==> config.mk <==
export PLATFORM = sky130hd
export DESIGN_NAME = dse_sqrt
export DESIGN_NICKNAME = d
export VERILOG_FILES = /design/src/hw/rtl/dse_sqrt.sv
export SDC_FILE = /design/constraint.sdc
export NUM_CORES = 1
export LEC_CHECK = 0
export ABC_AREA = 0
export BUFFER_PORTS_ARGS = -buffer_cell sky130_fd_sc_hd__buf_2
export CORE_ASPECT_RATIO = 2
export CORE_MARGIN = 1
export CORE_UTILIZATION = 35
export CTS_BUF_LIST = sky130_fd_sc_hd__clkbuf_8
export CTS_CLUSTER_DIAMETER = 200
export DETAILED_ROUTE_END_ITERATION = 16
export PLACE_DENSITY = 0.53
export SLEW_MARGIN = 10
export SYNTH_ARGS = -nofsm -noshare
export SYNTH_HDL_FRONTEND = slang
export SYNTH_SLANG_ARGS = --single-unit
==> constraint.sdc <==
create_clock -name clk_i -period 3.5 [get_ports clk_i]
set_input_delay 0.525 -clock clk_i [delete_from_list [all_inputs] [get_ports clk_i]]
set_output_delay 0.525 -clock clk_i [all_outputs]
set_load 0.05 [all_outputs]
==> src/hw/rtl/dse_sqrt.sv <==
// Digit-by-digit integer square root, one root bit per cycle.
// No dependencies; RAD_W must be even.
module dse_sqrt #(
  parameter int unsigned RAD_W = 68
) (
  input  logic               clk_i,
  input  logic               rst_ni,
  input  logic               start_i,
  input  logic [RAD_W-1:0]   radicand_i,
  output logic               done_o,
  output logic [RAD_W/2-1:0] root_o
);

  localparam int unsigned RT_W  = RAD_W / 2;
  localparam int unsigned REM_W = RT_W + 2;
  localparam int unsigned CNT_W = $clog2(RT_W);

  logic             busy_q;
  logic             done_q;
  logic [CNT_W-1:0] cnt_q;
  logic [RAD_W-1:0] rad_q;
  logic [RT_W-1:0]  root_q;
  logic [REM_W-1:0] rem_q;
  logic [REM_W+1:0] rem_sh;
  logic [REM_W+1:0] trial;
  logic [REM_W+1:0] diff;
  logic             ge;

  assign rem_sh = {rem_q, rad_q[RAD_W-1:RAD_W-2]};
  assign trial  = (REM_W + 2)'({root_q, 2'b01});
  assign diff   = rem_sh - trial;
  assign ge     = rem_sh >= trial;

  always_ff @(posedge clk_i or negedge rst_ni) begin
    if (!rst_ni) begin
      busy_q <= 1'b0;
      done_q <= 1'b0;
      cnt_q  <= '0;
    end else begin
      done_q <= 1'b0;
      if (start_i) begin
        busy_q <= 1'b1;
        cnt_q  <= '0;
      end else if (busy_q) begin
        cnt_q <= cnt_q + CNT_W'(1);
        if (cnt_q == CNT_W'(RT_W - 1)) begin
          busy_q <= 1'b0;
          done_q <= 1'b1;
        end
      end
    end
  end

  always_ff @(posedge clk_i) begin
    if (start_i) begin
      rad_q  <= radicand_i;
      root_q <= '0;
      rem_q  <= '0;
    end else if (busy_q) begin
      rad_q  <= {rad_q[RAD_W-3:0], 2'b00};
      root_q <= {root_q[RT_W-2:0], ge};
      rem_q  <= ge ? diff[REM_W-1:0] : rem_sh[REM_W-1:0];
    end
  end

  assign done_o = done_q;
  assign root_o = root_q;

endmodule

==> impl_summary.txt <==
----------------------------------------------------
[Routing]
  Average vias per placed instance ... 5.14
  First-pass iteration count of the detailed router ... 6
  Number of design rule violations left after detail routing ... 0
  Detailed-route via count ... 5,981
  Mean routed wirelength per cell ... 16.5 µm
  Final wirelength ... 19,200 µm
  Final antenna-violating net count ... 0
  Initial DRC Count ... 224

[Floorplan]
  Std-Cell Core Area ... 0.0221 mm²
  Total die area ... 0.0231 mm²
  Floorplan row count ... 77
  Die Height ... 214 µm
  Top-level port count ... 106
  Floorplan die width ... 108 µm
  Effective utilization at floorplan ... 35.7%

[Place]
  Worst slack after detailed placement ... 297 ps
  Cell total after placement ... 1,131
  Detailed placement HPWL ... 13,800 µm
  Number of buffers inserted by port buffering ... 105
  Routability cong. ... 0.877

[Pwr]
  Post-route total power ... 7.16 mW
  Max IR drop VDD ... 0.000311 V
  Power per cell area ... 780 mW/mm²
  Static Leak ... 4.01 nW

[Synth]
  Number of instances in the synthesized netlist ... 767
  Unique masters post-synth ... 58
  Most used flip-flop cell after synthesis ... dfxtp_1
  Fraction of the yosys area taken by sequential cells ... 46.3%
  Async SR Flop Fraction ... 5.48%
  Post-Syn Nets ... 876
  Number of enable flip-flop cells after synthesis ... 68
  Area of the mapped netlist ... 0.00787 mm²
  Number of register bits inferred by synthesis ... 146
  Post-Syn Area per Cell ... 10.3 µm²
  Warnings from Yosys ... 0

[STA]
  Final hold viol count ... 0
  Unrepaired setup endpoints after global routing ... no
  Accumulated negative setup slack ... 0 ps
  Worst hold slack after final layout ... 340 ps
  Tcrit/Tclk final ... 92.3%
  Clock Skews ... 9.00 ps
  Worst slew margin relative to its limit ... 40.8%
  Transition at the pin with the smallest max-transition slack ... 887 ps
  Final Slew Violations ... 0
  Setup WS post-layout ... 268 ps
  # setup viols final ... 0
  Max Clock Freq ... 309 MHz
  Time the worst path needs with I/O delays and setup ... 3230 ps

[Setup path]
  R2R setup slack ... 270 ps
  Critical path's largest stage delay ... 560 ps
  Max Fanout on Critical Path ... 5
  Type of the setup path with the least slack ... reg2reg
  Ordered list of cells on the worst path ... inv_1, ha_1, a211oi_1, nor2_1, o31a_1, or4_1, a31oi_1, o221ai_1, a31oi_1, xor2_1, o22ai_1
  Depth of the most critical reg-to-reg path ... 11
  Worst setup SP type ... flop
  Category of cells accounting for the largest share of critical-path delay ... compound AO/OA/AOI/OAI gates
  Most used cell, CP ... a31oi_1
  Reg-to-reg critical path endpoint ... rem_q[28]
  Crit path from ... root_o[5]
  Worst Path Buf+Inv ... 1
  Crit end category ... flop
  Data arrival time at the worst-slack endpoint ... 3550 ps
  Origin of the critical flop-to-flop path ... root_o[5]
  Highest-delay cell along the critical path ... or4_1
  Required time reported for the critical path endpoint ... 3820 ps

[Global routing]
  Number of antenna violations at the first check in global routing ... 0
  Via count of the first global-routing pass ... 6,282
  Total overflow reported by the global router ... 0
  Maximum number of pins on one net before global-route repair ... 143
  Global-route wire length before repair ... 31,600 µm
  GRT Total Usage ... 17.9%

[Layout]
  Number of standard cells in the final layout excluding fillers ... 1,163
  Area growth from synthesis to layout ... 16.6%
  Final layout net count ... 984
  Share of layout cells above drive strength 1 ... 25.6%
  Antenna cell count ... 0

[Clocking]
  Level count of the clock H-tree ... 4
  Number of clock sinks ... 146
  Number of gates resized after CTS ... 0
  Skew-Pair Late Insertion Delay ... 470 ps
  Buffer levels on the longest clock path ... 2
  Clock buffer count from CTS ... 17
  TritonCTS clock tree ... done
  CTS clk-pin slew, worst paths ... 80 ps
  Clock root buffer ... clkbuf_8

[Run]
  Number of maximum-capacitance violations ... 0

[Run status]
  Status ... completed

[Min path]
  Number of cells on the worst hold path ... 2
  Worst Hold End ... rad_q[1]
  Critical hold path startpoint ... radicand_i[1]
  Worst min-delay path category ... in2reg

----------------------------------------------------
-- where the power goes --
part           internal [mW]  switching (mW)  leakage [nW]
registers               2.05           0.178          1.40
logic                   1.58            1.97          2.41
clock network          0.698           0.677         0.201
-- synthesized netlist by cell type, types with 6 or more instances --
master | instances | area (µm²)
a31oi_1 | 10 | 62.6
mux2_2 | 66 | 743
edfxtp_1 | 68 | 2040
and2_1 | 6 | 37.5
mux2i_1 | 36 | 360
ha_1 | 38 | 475
dfrtp_1 | 8 | 200
nor2_1 | 83 | 312
a21oi_1 | 33 | 165
inv_1 | 44 | 165
xnor2_1 | 20 | 175
o21a_1 | 10 | 75.1
nand2_1 | 71 | 267
a211oi_1 | 6 | 45.0
clkbuf_1 | 26 | 97.6
and3_1 | 8 | 50.1
dfxtp_1 | 70 | 1400
o21ai_0 | 25 | 125
xor2_1 | 17 | 149
nor2b_1 | 9 | 56.3
a311oi_1 | 22 | 193
a21o_1 | 12 | 90.1
-- per-layer routing --
metal  vias up  share of wire [%]  track usage, %
li1       2980                  -               -
met1      2844                 37            17.8
met2       120                 56            33.2
met3        37                3.4            4.19
met4         0                3.3            9.22
met5         -                  0               0
-- kinds of logic (layout without fill, tap and decap cells) --
logic type               after synthesis  count (layout)  synth area share, %
AO/OA/AOI/OAI                        155             155                 13.8
XOR/XNOR                              37              37                 4.12
adder cells (fa/ha/maj)               38              38                 6.04
buffers and inverters                 80             200                 3.99
flip-flops                           146             146                 46.3
multiplexers                         102             102                 14.0
AND/OR/NAND/NOR                      209             209                 11.7
-- what timing repair did --
item                      in CTS  in global routing
hold endpoints to repair       8                  0
hold buffers                   1                  0
setup buffers                  0                  0
-- cell type report --
type                            count  area, µm²
Multi-Input combinational cell    541       3910
Clock buffer                       17        234
Clock inverter                     14        166
Inverter                           44        165
Timing Repair Buffer              125        706
Tap cell                          276        345
Sequential cell                   146       3650
Fill cell                        2192      12900
-- worst max-delay path by stage --
stage | to | slack (ps) | cells past startpoint
final | rem_q[28] | 270 | 11
after global routing | rem_q[26] | 30 | 13
after CTS | rem_q[28] | 260 | 11
after detailed placement | rem_q[28] | 300 | 11
after global placement | rem_q[28] | 320 | 11
after floorplan | rem_q[28] | 390 | 11
-- through the flow --
step / utilization [%] / area, µm²
2_1_floorplan: - / 7870
3_3_place_gp: 39.7 / 8760
3_5_place_dp: 39.7 / 8760
4_1_cts: 41.6 / 9180
5_1_grt: 41.6 / 9180
6_report: 41.6 / 9180
-- sequential cells by signal, summed over array words and instances, names as in the netlist --
signal  cells
rad_q      68
root_o     34
busy_q      1
done_o      1
rem_q      36
cnt_q       6
-- cell usage in the layout, fill, tap and decap left out, types with 5 or more instances in the layout --
cell,synthesis,layout
a211oi_1,6,6
a21o_1,12,12
a21oi_1,33,33
a311oi_1,22,22
a31oi_1,10,10
and2_1,6,6
and3_1,8,8
buf_2,2,104
buf_4,3,18
clkbuf_8,0,17
dfrtp_1,8,7
dfxtp_1,70,70
edfxtp_1,68,68
ha_1,38,38
inv_1,44,44
mux2_2,66,66
mux2i_1,36,36
nand2_1,71,71
nand3_1,5,5
nand4_1,5,5
nor2_1,83,83
nor2b_1,9,9
nor3_1,5,5
o21a_1,10,10
o21ai_0,25,25
o22ai_1,5,5
xnor2_1,20,20
xor2_1,17,17
Power figures use the tool's default switching activity.
