$ cat src/hw/rtl/dse_div.sv
// Restoring divider, one quotient bit per cycle.
// No dependencies; shared by all divisions of the engine.
module dse_div #(
  parameter int unsigned DVD_W = 68,
  parameter int unsigned DVS_W = 43
) (
  input  logic             clk_i,
  input  logic             rst_ni,
  input  logic             start_i,
  input  logic [DVD_W-1:0] dividend_i,
  input  logic [DVS_W-1:0] divisor_i,
  output logic             done_o,
  output logic [DVD_W-1:0] quotient_o
);

  localparam int unsigned CNT_W = $clog2(DVD_W);

  logic             busy_q;
  logic             done_q;
  logic [CNT_W-1:0] cnt_q;
  logic [DVD_W-1:0] quo_q;
  logic [DVS_W-1:0] rem_q;
  logic [DVS_W-1:0] dvs_q;
  logic [DVS_W:0]   rem_sh;
  logic [DVS_W:0]   diff;
  logic             ge;

  assign rem_sh = {rem_q, quo_q[DVD_W-1]};
  assign diff   = rem_sh - {1'b0, dvs_q};
  assign ge     = rem_sh >= {1'b0, dvs_q};

  always_ff @(posedge clk_i or negedge rst_ni) begin
    if (!rst_ni) begin
      busy_q <= 1'b0;
      done_q <= 1'b0;
      cnt_q  <= '0;
    end else begin
      done_q <= 1'b0;
      if (start_i) begin
        busy_q <= 1'b1;
        cnt_q  <= '0;
      end else if (busy_q) begin
        cnt_q <= cnt_q + CNT_W'(1);
        if (cnt_q == CNT_W'(DVD_W - 1)) begin
          busy_q <= 1'b0;
          done_q <= 1'b1;
        end
      end
    end
  end

  always_ff @(posedge clk_i) begin
    if (start_i) begin
      quo_q <= dividend_i;
      rem_q <= '0;
      dvs_q <= divisor_i;
    end else if (busy_q) begin
      quo_q <= {quo_q[DVD_W-2:0], ge};
      rem_q <= ge ? diff[DVS_W-1:0] : rem_sh[DVS_W-1:0];
    end
  end

  assign done_o     = done_q;
  assign quotient_o = quo_q;

endmodule

$ cat config.mk
export PLATFORM = sky130hd
export DESIGN_NAME = dse_div
export DESIGN_NICKNAME = d
export VERILOG_FILES = /design/src/hw/rtl/dse_div.sv
export SDC_FILE = /design/constraint.sdc
export NUM_CORES = 1
export LEC_CHECK = 0
export BUFFER_PORTS_ARGS = -buffer_cell sky130_fd_sc_hd__buf_4
export CAP_MARGIN = 15
export CORE_UTILIZATION = 45
export CTS_BUF_LIST = sky130_fd_sc_hd__clkbuf_8 sky130_fd_sc_hd__clkbuf_16
export CTS_CLUSTER_DIAMETER = 150
export CTS_CLUSTER_SIZE = 16
export DETAILED_ROUTE_END_ITERATION = 12
export MAX_ROUTING_LAYER = met4
export PLACE_DENSITY = 0.79
export SLEW_MARGIN = 0
export SYNTH_ARGS = -nofsm -noshare
export SYNTH_HDL_FRONTEND = slang
export SYNTH_SLANG_ARGS = --single-unit
$ cat constraint.sdc
create_clock -name clk_i -period 2.9 [get_ports clk_i]
set_input_delay 0.145 -clock clk_i [delete_from_list [all_inputs] [get_ports clk_i]]
set_output_delay 0.145 -clock clk_i [all_outputs]
set_load 0.005 [all_outputs]
==> flow_summary.json, run 1 <==
{
  "vias": 8477,
  "path_delay_family": "simple AND/OR/NAND/NOR gates",
  "place.detailed.hpwl_um": 16550,
  "min_period_ps": 3021,
  "arrival_ps": 3390,
  "first_pass_iters": 5,
  "place_inst": 1389,
  "switching_share_pct": 27.48,
  "nets": 1400,
  "antenna_found_initial": 0,
  "p_int_uw": 4375,
  "seqPwrFrac_pct": 45.5,
  "slew_headroom_pct": 40.03,
  "drv_cap": 0,
  "cts_sinks": 163,
  "yosysWarnings": 0,
  "syn_avg_cell_area_um2": 10.31,
  "drt_wl_total_um": 27000,
  "tightest_slew_ps": 899.6,
  "ys.flop_type": "edfxtp_1",
  "htreeDepth": 4,
  "rr_startpoint": "dvs_q[10]$_DFFE_PP_",
  "final_cell_mix": "buf_4 (275), edfxtp_1 (111), nor2_1 (78)",
  "clockPowerShare_pct": 39.0,
  "end_kind": "register",
  "switchingPower_uw": 1658,
  "rsz0062_at_grt": "true",
  "utilization_pct": 67.78,
  "power_frac_comb_pct": 15.5,
  "worst_slack_ps": -121.1,
  "grt_pass1_wl_um": 41140,
  "hold_path_class": "primary input to register",
  "fin_crit_sh_pct": 104.2,
  "synthCells": 899,
  "initial_core_util_pct": 45.82,
  "yosysSeqAreaShare_pct": 47.67,
  "place_area_um2": 11420,
  "power.density_nw_per_um2": 439.9,
  "cp-startpoint": "dvs_q[10]$_DFFE_PP_",
  "drc_errors": 0,
  "cts_tree": "yes",
  "finish.instance_area_um2": 13710,
  "synth_top_area_cell": "edfxtp_1",
  "portBuffers": 182,
  "synth_edf_count": 111,
  "status": "finished with violations",
  "leakagePower_uw": 0.005853,
  "async_flop_share_pct": 5.521,
  "skew_ps": 17.66,
  "timing.critical_path.buf_inv": 3,
  "path_clk_slew_ps": 90,
  "dp_slack_ps": -215.1,
  "first_iter_violations": 725,
  "setup_viol": 27,
  "first_global_vias": 8421,
  "row_count": 52,
  "die_h_um": 145.5,
  "min_from": "dividend_i[38]",
  "wl_per_cell_um": 17.72,
  "critPathRequiredTime_ps": 3270,
  "slew_viol_final": 0,
  "synth_seq_cells": 163,
  "max_stage_delay_ps": 590,
  "cts-root-buf": "clkbuf_16",
  "critPathLaunchType": "register",
  "antenna_left": 0,
  "cp_slowest_cell": "or4_4",
  "synthesis.area_um2": 9271,
  "peakVddDrop_mv": 0.3298,
  "syn_nets": 1058,
  "synth_top_area_share_pct": 35.95,
  "die_area_um2": 21180,
  "crit_path_max_fanout": 7,
  "antenna_cells": 0,
  "synthDistinctLibCells": 71,
  "clk_path_buf_depth": 2,
  "drive_above_1_share_pct": 42.26,
  "violations": "negative setup slack",
  "vias_per_cell": 5.562,
  "final_cells": 1524,
  "max_freq_mhz": 331.0,
  "ys_top_cells_by_area": "edfxtp_1 (36%), dfxtp_1 (9.3%), mux2_2 (8.3%), ha_1 (5.9%), nor2_1 (3.5%)",
  "worstSkewPairLatency_ps": 440,
  "grt_usage_pct": 24.76,
  "cts_buffers": 17,
  "grt_overflow": 0,
  "path_cells": "inv_1, ha_2, and2_4, nand4_1, or4_4, a211oi_4, buf_6, o21ai_4, clkbuf_16, o311a_1, nor3_2",
  "place_congestion": 0.9052,
  "final-hold-violation-count": 0,
  "design_power_total_uw": 6033,
  "grt_max_degree": 97,
  "mostFrequentLayoutCell": "buf_4",
  "ioPinCount": 183,
  "criticalPathCategory": "register to register",
  "core_area_um2": 20230,
  "areaGrowthSynthToFinish_pct": 47.92,
  "die_x_um": 145.5
}
==> synth_stat cells, drive strengths merged (8+ instances only) <==
library cell  count
a211oi           17
a21o             18
a21oi            59
a311oi           24
buf              16
clkbuf           30
dfrtp             9
dfxtp            43
edfxtp          111
ha               44
inv              65
mux2             68
mux2i             9
nand2            87
nand2b            8
nand3            11
nand4            13
nor2             86
nor2b             8
nor3             16
o21a             10
o21ai            43
xnor2            11
xor2             18
==> stage by stage <==
stage                     hold WS [ps]  setup TNS [ps]
after global placement          -26.92          -966.8
after CTS                      0.01593          -260.5
after global routing           -0.6843           -6006
after floorplan                 -150.6               0
after detailed placement        -24.41           -5213
final                            1.191           -1163
==> cell families after synthesis <==
kind of cell	synth area share (%)
compound gates	16.33
xor+xnor	2.740
fa+ha+maj	6.154
buf+inv	5.115
flops	47.67
mux	9.231
simple gates	12.77
==> state kept, by name (all words and copies together), names as in the netlist <==
| name | count |
|---|---|
| busy_q | 1 |
| cnt_q | 7 |
| quotient_o | 68 |
| done_o | 1 |
| dvs_q | 43 |
| rem_q | 43 |
==> worst register-to-register path, delay by kind of cell (launching register included) <==
family                   cells  cell delay, ps
AND/OR/NAND/NOR              4            1040
AO/OA/AOI/OAI                3             770
buffers and inverters        3             420
adder cells (fa/ha/maj)      1             390
flip-flops                   1             330
==> layer usage <==
layer,routed length [um],vias up,track usage (%)
met5,0,-,-
met4,635,0,6.842
met3,1347,62,4.169
met2,14170,339,44.38
met1,10840,4110,28.44
li1,-,3966,-
==> cell type report <==
class / count / area [um2]
Sequential cell: 163 / 4420
Clock inverter: 15 / 201.4
Multi-Input combinational cell: 626 / 4981
Timing Repair Buffer: 368 / 3104
Clock buffer: 17 / 425.4
Tap cell: 270 / 337.8
Inverter: 65 / 244.0
Fill cell: 1357 / 6520
==> repair_timing <==
action                                  in CTS  in global routing
buffers inserted                            25                  8
pin swaps                                   25                 44
resized for setup                           57                117
endpoints found under the setup margin      44                 44
hold endpoints to repair                    73                  2
gates cloned                                 3                  2
hold buffers                                65                  2
==> path summary, 6_finish.rpt <==
path	endpoint	slack (ps)	cells after the start
max	rem_q[10]$_SDFFE_PP0P_	-120	11
min	quotient_o[38]$_DFFE_PP_	1	2
max reg2reg	rem_q[10]$_SDFFE_PP0P_	-120	11
min reg2reg	rem_q[42]$_SDFFE_PP0P_	480	2
max in group asynchronous	busy_q$_DFF_PN0_	2680	2
min in group asynchronous	cnt_q[4]$_DFFE_PN0P_	70	2
==> power by group through the flow <==
stage          Combinational (uW)  Sequential, uW  Clock (uW)
5_1_grt                      1000            2770        2470
3_5_place_dp                  779            2790           0
4_1_cts                       869            2740        2370
6_report                      934            2750        2350
2_1_floorplan                 350            2780           0
3_3_place_gp                  758            2790           0
(Power assumes the default switching activity.)
==> run 2: changes to the inputs <==
==> constraint.sdc (replaced) <==
create_clock -name clk_i -period 2.5 [get_ports clk_i]
set_input_delay 0.125 -clock clk_i [delete_from_list [all_inputs] [get_ports clk_i]]
set_output_delay 0.125 -clock clk_i [all_outputs]
set_load 0.005 [all_outputs]
==> run 2 against run 1 <==
  * The run still ends with negative setup slack left
  * First-iteration DRC count down 5.7%
  * Setup slack lost 690 ps
  * Worst hold slack improved by 2.3 ps
  * Register-to-register slack got worse by 690 ps
  * Critical path depth grew 1
  * Clock skew increased by 0.65 ps
  * Cell area grew 11%
  * Sequential cell count unchanged
  * Global-route usage is 4.7 points higher
  * Routed wire length rose by 22%
  * Via count is 11% higher
  * Sequential power rose by 16%
  * Critical path type unchanged
  * Critical endpoint is now rem_q[39]$_SDFFE_PP0P_
  * Largest cell class unchanged
  * Highest routed layer unchanged
==> flow_summary.json, run 2 (synthesis gave the netlist of run 1 again) <==
{
  "first_pass_iters": 6,
  "first_iter_violations": 684,
  "final_cells": 1653,
  "antenna_found_initial": 0,
  "place_congestion": 0.9032,
  "grt_usage_pct": 29.47,
  "skew_ps": 18.31,
  "critPathLaunchType": "register",
  "die_h_um": 145.5,
  "min_period_ps": 3313,
  "clk_path_buf_depth": 2,
  "criticalPathCategory": "register to register",
  "drc_errors": 0,
  "grt_max_degree": 90,
  "mostFrequentLayoutCell": "buf_4",
  "wl_per_cell_um": 19.88,
  "slew_viol_final": 0,
  "status": "finished with violations",
  "finish.instance_area_um2": 15160,
  "ioPinCount": 183,
  "final_cell_mix": "buf_4 (357), edfxtp_1 (111), dlygate4sd3_1 (109)",
  "cp-startpoint": "dvs_q[17]$_DFFE_PP_",
  "vias_per_cell": 5.696,
  "drv_cap": 0,
  "peakVddDrop_mv": 0.5214,
  "cts_buffers": 17,
  "place_area_um2": 12130,
  "cts-root-buf": "clkbuf_16",
  "hold_end": "quotient_o[65]$_DFFE_PP_",
  "violations": "negative setup slack",
  "dp_slack_ps": -524.7,
  "slew_headroom_pct": 34.49,
  "vias": 9416,
  "hold_depth": 2,
  "tns_ps": -27580,
  "row_count": 52,
  "antenna_left": 0,
  "rr_worst_depth": 12,
  "die_x_um": 145.5,
  "nets": 1529,
  "largest_reg_flops": 68,
  "rsz0062_at_grt": "true",
  "r2r_setup_slack_ps": -810,
  "critPathRequiredTime_ps": 2840,
  "rr_startpoint": "dvs_q[17]$_DFFE_PP_",
  "power.density_nw_per_um2": 475.6,
  "fin_crit_sh_pct": 132.5,
  "end_kind": "register",
  "min_from": "dividend_i[65]",
  "tightest_slew_ps": 982.7,
  "max_freq_mhz": 301.9,
  "utilization_pct": 74.91,
  "reg2reg_to": "rem_q[39]$_SDFFE_PP0P_",
  "place.detailed.hpwl_um": 17590,
  "final-hold-violation-count": 0,
  "cts_tree": "yes",
  "grt_overflow": 0,
  "crit_path_max_fanout": 4,
  "place_inst": 1476,
  "core_area_um2": 20230,
  "antenna_cells": 0,
  "worstSkewPairLatency_ps": 450,
  "path_clk_slew_ps": 80,
  "grt_pass1_wl_um": 48110,
  "first_global_vias": 9597,
  "areaGrowthSynthToFinish_pct": 63.50,
  "initial_core_util_pct": 45.82,
  "htreeDepth": 4,
  "drt_wl_total_um": 32860,
  "worst_slack_ps": -812.5,
  "setup_viol": 44,
  "die_area_um2": 21180,
  "drive_above_1_share_pct": 47.36,
  "hold_path_class": "primary input to register",
  "portBuffers": 182,
  "cts_sinks": 163,
  "leakagePower_uw": 0.006642,
  "arrival_ps": 3650
}
## run 2: cell type report
type,count,area [um2]
clock inverters,15,206.4
multi-input cells,625,5220
inverters,65,247.7
repair buffers,498,4300
clock buffers,17,425.4
well taps,270,337.8
fillers,1165,5076
flip-flops and latches,163,4420
## run 2: worst max-delay path by stage
stage	slack (ps)	endpoint
5_1_grt	-950	rem_q[39]$_SDFFE_PP0P_
3_5_place_dp	-520	rem_q[36]$_SDFFE_PP0P_
6_report	-810	rem_q[39]$_SDFFE_PP0P_
2_1_floorplan	-220	rem_q[14]$_SDFFE_PP0P_
4_1_cts	-470	rem_q[39]$_SDFFE_PP0P_
3_3_place_gp	-480	rem_q[36]$_SDFFE_PP0P_
## run 2: what timing repair did
| item | in CTS | in global routing |
|---|---|---|
| cloned | 6 | 1 |
| pin swaps | 51 | 70 |
| hold buffers | 109 | 0 |
| resized for setup | 103 | 118 |
| hold endpoints to repair | 117 | 0 |
| setup endpoints to repair | 44 | 44 |
| setup buffers | 15 | 21 |
## run 2: critical path, cell delays in order (launching register included)
cell and delay [ps]:
edfxtp_1 390, inv_1 110, ha_1 290, buf_4 180
nand3_1 90, nand2_1 70, a221oi_1 520, o22ai_1 200
nor2_1 330, o31ai_2 160, a41oi_2 360, a41oi_2 170
a311oi_2 320
## run 2: routing by layer
metal  share of wire [%]  GRT usage (%)  vias up
li1                    -              -     4236
met1                  37          32.20     4514
met2                  51          52.07      510
met3                 7.0          6.019      156
met4                 4.6          12.26        0
met5                   0              -        -
## run 2: power breakdown
| part | leakage [uW] | internal (uW) | switching (uW) |
|---|---|---|---|
| sequential | 0.00161 | 3090 | 111 |
| combinational | 0.00473 | 699 | 543 |
| clock | 0.000303 | 1380 | 1390 |
| total | 0.00664 | 5160 | 2050 |
## run 2: stage by stage
| step | power (uW) | hold WS (ps) |
|---|---|---|
| after floorplan | 3635 | -170.6 |
| after global placement | 4150 | -45.97 |
| after detailed placement | 4189 | -47.45 |
| after CTS | 7071 | 2.017 |
| after global routing | 7423 | 0.2636 |
| final | 7209 | 3.511 |
